<file path="config.mk">
export PLATFORM = sky130hd
export DESIGN_NAME = qla_ctrl
export DESIGN_NICKNAME = d
export VERILOG_FILES = /design/src/rtl/core/qla_pkg.sv /design/src/rtl/core/qla_ctrl.sv
export SDC_FILE = /design/constraint.sdc
export NUM_CORES = 1
export LEC_CHECK = 0
export BUFFER_PORTS_ARGS = -buffer_cell sky130_fd_sc_hd__buf_2
export CAP_MARGIN = 0
export CORE_AREA = 3 3 40 42
export DETAILED_ROUTE_END_ITERATION = 10
export DIE_AREA = 0 0 43 45
export GPL_ROUTABILITY_DRIVEN = 1
export HOLD_SLACK_MARGIN = 0.03
export SLEW_MARGIN = 20
export SYNTH_ARGS = -nofsm -noshare
export SYNTH_HDL_FRONTEND = slang
export SYNTH_SLANG_ARGS = --single-unit
</file>
<file path="constraint.sdc">
create_clock -name clk -period 1.86 [get_ports clk]
set_input_delay 0.186 -clock clk [delete_from_list [all_inputs] [get_ports clk]]
set_output_delay 0.186 -clock clk [all_outputs]
set_load 0.02 [all_outputs]
</file>
<file path="src/rtl/core/qla_pkg.sv">
`default_nettype none
// ----------------------------------------------------------------------------
// qla_pkg
// Types, constants and helper functions for the tabular Q-learning agent.
// ----------------------------------------------------------------------------
package qla_pkg;

	localparam int X_W       = 3;
	localparam int Y_W       = 4;
	localparam int CELL_W    = X_W + Y_W;
	localparam int NUM_CELLS = 1 << CELL_W;
	localparam int NUM_ACT   = 4;
	localparam int ACT_W     = 2;
	localparam int CNT_W     = 3;
	localparam int VAL_W     = 32;
	localparam int ROW_W     = VAL_W * NUM_ACT;
	localparam int FRAC_W    = 16;
	localparam int COEF_W    = 17;
	localparam int CFG_IDX_W = 2;

	localparam logic [COEF_W-1:0] ONE_Q16       = COEF_W'(65536);
	localparam logic [COEF_W-1:0] ALPHA_RESET   = COEF_W'(32768);
	localparam logic [COEF_W-1:0] DISCNT_RESET  = COEF_W'(62259);
	localparam logic [COEF_W-1:0] EPSILON_RESET = COEF_W'(6554);

	typedef enum logic [1:0] {
		OP_START = 2'd0,
		OP_STEP  = 2'd1,
		OP_END   = 2'd2,
		OP_NONE  = 2'd3
	} op_t;

	typedef enum logic [CFG_IDX_W-1:0] {
		REG_ALPHA   = 2'd0,
		REG_DISCNT  = 2'd1,
		REG_EPSILON = 2'd2,
		REG_UNUSED  = 2'd3
	} cfg_reg_t;

	typedef enum logic [3:0] {
		S_IDLE,
		S_RD_CUR,
		S_CHOOSE,
		S_MUL_D,
		S_RD_PREV,
		S_DIFF,
		S_MUL_A,
		S_WRITE,
		S_EMIT
	} state_t;

	typedef struct packed {
		logic [1:0]       operation;
		logic [X_W-1:0]   state_x;
		logic [Y_W-1:0]   state_y;
		logic signed [31:0] reward;
		logic [15:0]      explore_draw;
		logic [7:0]       best_pick;
		logic [7:0]       other_pick;
	} qla_in_t;

	typedef struct packed {
		logic in_load;
		logic rd_en;
		logic rd_prev;
		logic choose_en;
		logic mul_d_en;
		logic diff_en;
		logic mul_a_en;
		logic wr_en;
		logic emit;
	} cmd_t;

	typedef struct packed {
		op_t  in_op;
		op_t  op_q;
		logic out_busy;
	} status_t;

	// pick mod n for n in 1..4; mod 3 by folding base-4 digits
	function automatic logic [ACT_W-1:0] pick_mod(input logic [7:0] pick,
			input logic [CNT_W-1:0] n);
		logic [3:0] s;
		logic [2:0] t;
		logic [ACT_W-1:0] r;
		s = 4'(pick[1:0]) + 4'(pick[3:2]) + 4'(pick[5:4]) + 4'(pick[7:6]);
		t = 3'(s[1:0]) + 3'(s[3:2]);
		if (t >= 3'd3) t = t - 3'd3;
		if (t >= 3'd3) t = t - 3'd3;
		case (n)
			3'd2:    r = ACT_W'(pick[0]);
			3'd3:    r = t[ACT_W-1:0];
			3'd4:    r = pick[ACT_W-1:0];
			default: r = '0;
		endcase
		return r;
	endfunction

	// index of the k-th set bit of mask, counting from bit 0
	function automatic logic [ACT_W-1:0] nth_set(input logic [NUM_ACT-1:0] mask,
			input logic [ACT_W-1:0] k);
		logic [CNT_W-1:0] cnt;
		logic [ACT_W-1:0] r;
		cnt = '0;
		r = '0;
		for (int a = 0; a < NUM_ACT; a++) begin
			if (mask[a]) begin
				if (cnt == CNT_W'(k)) r = ACT_W'(a);
				cnt = cnt + CNT_W'(1);
			end
		end
		return r;
	endfunction

endpackage
`default_nettype wire

</file>
<file path="src/rtl/core/qla_ctrl.sv">
`default_nettype none
// ----------------------------------------------------------------------------
// qla_ctrl
// Sequencer: table reads, action choice, the two multiplies and write-back.
// ----------------------------------------------------------------------------
module qla_ctrl (
	input  wire logic              clk,
	input  wire logic              arst_n,
	input  wire logic              in_valid,
	output logic                   in_ready,
	input  wire qla_pkg::status_t  status,
	output qla_pkg::cmd_t          cmd
);

	qla_pkg::state_t state_q, state_d;

	always_ff @(posedge clk or negedge arst_n) begin
		if (!arst_n) state_q <= qla_pkg::S_IDLE;
		else         state_q <= state_d;
	end

	always_comb begin
		state_d  = state_q;
		cmd      = '0;
		in_ready = 1'b0;
		unique case (state_q)
			qla_pkg::S_IDLE: begin
				in_ready = 1'b1;
				if (in_valid) begin
					cmd.in_load = 1'b1;
					unique case (status.in_op)
						qla_pkg::OP_START, qla_pkg::OP_STEP: state_d = qla_pkg::S_RD_CUR;
						qla_pkg::OP_END:                     state_d = qla_pkg::S_RD_PREV;
						default:                             state_d = qla_pkg::S_IDLE;
					endcase
				end
			end
			qla_pkg::S_RD_CUR: begin
				cmd.rd_en = 1'b1;
				state_d   = qla_pkg::S_CHOOSE;
			end
			qla_pkg::S_CHOOSE: begin
				cmd.choose_en = 1'b1;
				state_d = (status.op_q == qla_pkg::OP_STEP) ? qla_pkg::S_MUL_D
				                                             : qla_pkg::S_EMIT;
			end
			qla_pkg::S_MUL_D: begin
				cmd.mul_d_en = 1'b1;
				state_d      = qla_pkg::S_RD_PREV;
			end
			qla_pkg::S_RD_PREV: begin
				cmd.rd_en   = 1'b1;
				cmd.rd_prev = 1'b1;
				state_d     = qla_pkg::S_DIFF;
			end
			qla_pkg::S_DIFF: begin
				cmd.diff_en = 1'b1;
				state_d     = qla_pkg::S_MUL_A;
			end
			qla_pkg::S_MUL_A: begin
				cmd.mul_a_en = 1'b1;
				state_d      = qla_pkg::S_WRITE;
			end
			qla_pkg::S_WRITE: begin
				cmd.wr_en = 1'b1;
				cmd.rd_prev = 1'b1;
				state_d = (status.op_q == qla_pkg::OP_END) ? qla_pkg::S_IDLE
				                                            : qla_pkg::S_EMIT;
			end
			qla_pkg::S_EMIT: begin
				if (!status.out_busy) begin
					cmd.emit = 1'b1;
					state_d  = qla_pkg::S_IDLE;
				end
			end
			default: state_d = qla_pkg::S_IDLE;
		endcase
	end

endmodule
`default_nettype wire

</file>
==> Word-level counts from Yosys, hierarchy flattened <==
Cells that the tools add are included.
{ "op_classes": {"n_eq_ne": 14, "mux": 18, "reduce_logical": 6} }
{ "op_table": {"columns": ["op", "n"], "rows": [
  ["case mux 4 bit (9 select lines)", 1],
  ["equality test 4 x 3 -> 1 bit, second input constant", 4],
  ["2-to-1 mux 4 bit", 4],
  ["2-to-1 mux 1 bit", 12],
  ["equality test 4 x 2 -> 1 bit, second input constant", 2],
  ["case mux 3 bit (2 select lines)", 1],
  ["OR reduction 2 bit", 3],
  ["equality test 2 x 1 -> 1 bit, second input constant", 2],
  ["equality test 2 bit, second input constant", 2],
  ["equality test 4 x 1 -> 1 bit, second input constant", 1],
  ["equality test 4 bit, second input constant", 1],
  ["logical NOT 4 bit", 1],
  ["inequality test 2 bit, second input constant", 2],
  ["logical NOT 2 bit", 1],
  ["AND reduction 2 bit", 1]
]} }
{ "totals": {"regBits": 4, "out_inout_bits": 10, "elab_cells": 39} }

==> Depth between registers and ports, before layout <==
{ "depth": {"ltp_word": 5, "mapped_depth": 4, "mapped_depth_nobuf": 3} }

==> Worst setup path before layout <==
Ideal clock, no wire load.
{ "synth_timing": {"kind": "reg-to-output", "from": "register state_q[0]", "to": "output cmd[8] in the netlist's numbering", "slack_ps": 308, "stages_incl_launch_ff": 4, "t_arrival_ps": 1366, "path_cell_list": "dfrtp_1 > buf_6 > nor4_2 > and2_1"} }
{ "synth_rtl": {"columns": ["element", "line", "source"], "rows": [
  ["start, declared", "qla_ctrl.sv:15", "qla_pkg::state_t state_q, state_d;"],
  ["start signal, assigned", "qla_ctrl.sv:18", "if (!arst_n) state_q <= qla_pkg::S_IDLE;"],
  ["start signal, assigned", "qla_ctrl.sv:19", "else state_q <= state_d;"],
  ["end, declared", "qla_ctrl.sv:12", "output qla_pkg::cmd_t cmd"]
]} }

==> metrics.txt <==
first-pass GRT wire length 1.248 mm; Core Region 0.001285 mm²; routing usage on met3 2.789%; initial antenna violation count 0; H-Tree Depth 1; Synth Flop Type dfrtp_1; Synth Area per Inst 8.301 µm²; setup repair after global routing missed its margin false; Clock Tree Buf Depth 2; Area growth syn-to-layout 33.09%; dpl cells 70; Pleak 0.2248 nW; syn nets 49; layout cell share with drive strength beyond 1 38.98%; Async SR Flop Fraction 100.0%; gr busiest metal met1; crit-path cells nor4_2, and2_1, buf_2; gr usage total 9.258%; Post-Syn Area 340.3 µm²; drt total wl 792 µm; largest stage delay on the critical path 0.51 ns; CP Capture Type output pin; M1 GR Usage 12.35%; top cells by area, synth dfrtp_1 (29%), nor2_1 (6.6%), nor4_4 (6.3%), nor3_1 (5.9%), nor2b_1 (5.5%); RePlAce Congestion 0.7056; register area 100.1 µm²; Post-synth EDFFs 0; Setup violations, final 0; GR Util met2 10.48%; CTS buffer count 3; die width 43 µm; Ports 18; vias post-DR 360; PwrDens 1750 mW/mm²; Residual DRC 0; pins over their slew limit 0; number of synthesized register bits 4; most instantiated cells after synthesis nor2_1 (6), dfrtp_1 (4), nor3_1 (4); worst slew pin tran 0.4532 ns; status completed; Rows 13; leading registers by flop count state_q (4); Worst EP required 1.67 ns; DR iter-0 viols 3; Synth area leader dfrtp_1; # Post-CTS Setup Buffers 0; max cap viols 0; die height 45 µm; post-route minimum period 1.607 ns; crit share post-route 86.42%; post-synthesis sequential area ratio 29.41%; worst hold slack 0.2004 ns; Setup TNS 0 ns; die area 0.001935 mm²; grt total ovfl 0; Max-slew headroom 69.79%; Final Skew 0.005693 ns; post-synthesis cell type count 24; Starting Density 26.48%; flip-flop count of the largest register after layout 4; Max FO, Critical Path 11; HPWL after DPL 602.5 µm; Fmax 0.6221 GHz; filler instances 143; Sink Count 4; vias in the first global route 294; CTS tree built; vias per inst 4.865; detailed-route wire length per cell 10.70 µm; most frequent cell after synthesis nor2_1; area of the multi-input gates 209.0 µm²; Post-Synthesis Cells 41; crit path launch type flip-flop; Synth top area share 29.41%; slowest CP cell dfrtp_1; pin count of the biggest net entering global routing 13; crit path DAT 1.42 ns; Hold/Removal Path Class input port to flip-flop; Pre-Repair DR Iteration Count 4; Inserted Diodes 0; most flop-heavy register state_q; final hold violation count 0; Post-DRT Antenna Nets 0; Ys Warns 0; Non-Filler Instances 74; CP Class flip-flop to output pin; Clock Latency Late Sink 0.24 ns; CTS root buffer clkbuf_4; Worst-path clk slew 0.04 ns; VDD IR max 0.5588 mV; port bufs 17; fin nets 69
[final timing paths]
path	to	depth (start not counted)	slack, ns	startpoint
worst max-delay path	cmd[8]	3	0.25	state_q[0]
worst min-delay path	state_q[3]	2	0.20	status[0]
worst max register to register	state_q[2]	3	0.60	state_q[0]
worst min register to register	state_q[1]	1	0.60	state_q[3]
max in group asynchronous	state_q[2]	2	1.45	arst_n
min in group asynchronous	state_q[3]	2	0.28	arst_n
[cells in the final DEF (no fill, tap or decap), types with 2 or more instances in the layout]
master | Yosys | final
buf_2 | 1 | 17
nor2_1 | 6 | 6
nor3_1 | 4 | 4
dfrtp_1 | 4 | 4
nand2_1 | 3 | 3
nor2b_1 | 3 | 3
clkbuf_4 | 0 | 3
nand2b_1 | 2 | 2
a21oi_1 | 2 | 2
[power by group]
| group | leakage (nW) | switching [mW] | internal [mW] |
|---|---|---|---|
| clock network | 0.0138 | 0.0341 | 0.0720 |
| registers | 0.0513 | 0.128 | 0.125 |
| logic | 0.160 | 0.246 | 0.187 |
| total | 0.225 | 0.408 | 0.385 |
[routing by layer]
metal / wire [µm] / up-vias
met5: 0 / -
met1: 362 / 158
met4: 38 / 0
met2: 314 / 17
li1: - / 180
met3: 77 / 5
[timing repair]
action                                  4_1_cts  5_1_grt
hold buffers                                  1        0
gates resized for setup                       0        0
endpoints found under the setup margin        0        0
endpoints found under the hold margin         4        0
[kinds of logic after synthesis]
logic type             Yosys count  share of synthesized area, %
XOR/XNOR                         1                         2.574
AND/OR/NAND/NOR                 23                         41.55
buffers and inverters            5                         9.188
flip-flops                       4                         29.41
AO/OA/AOI/OAI                    8                         17.28
[stage by stage]
stage          util, %  setup slack (ns)  area, µm²  power (mW)
3_3_place_gp     32.72            0.5424      420.4      0.6832
4_1_cts          35.25            0.2474      452.9      0.8028
3_5_place_dp     32.72            0.5124      420.4      0.6914
5_1_grt          35.25            0.1570      452.9      0.8635
2_1_floorplan        -            0.3078      340.3      0.5924
6_report         35.25            0.2526      452.9      0.7927
[worst max-delay path: cells and delay by family, from the launching register on]
| family | cells | cell delay (ns) |
|---|---|---|
| and+or+nand+nor | 2 | 0.52 |
| buffers and inverters | 1 | 0.15 |
| DFF | 1 | 0.51 |
[layout make-up]
class | instances | share of cell area [%]
inverters | 2 | 1.657
repair buffers | 18 | 20.99
multi-input cells | 32 | 46.13
well taps | 15 | 4.144
flip-flops and latches | 4 | 22.10
clock buffers | 3 | 4.972
(Power assumes the default switching activity.)
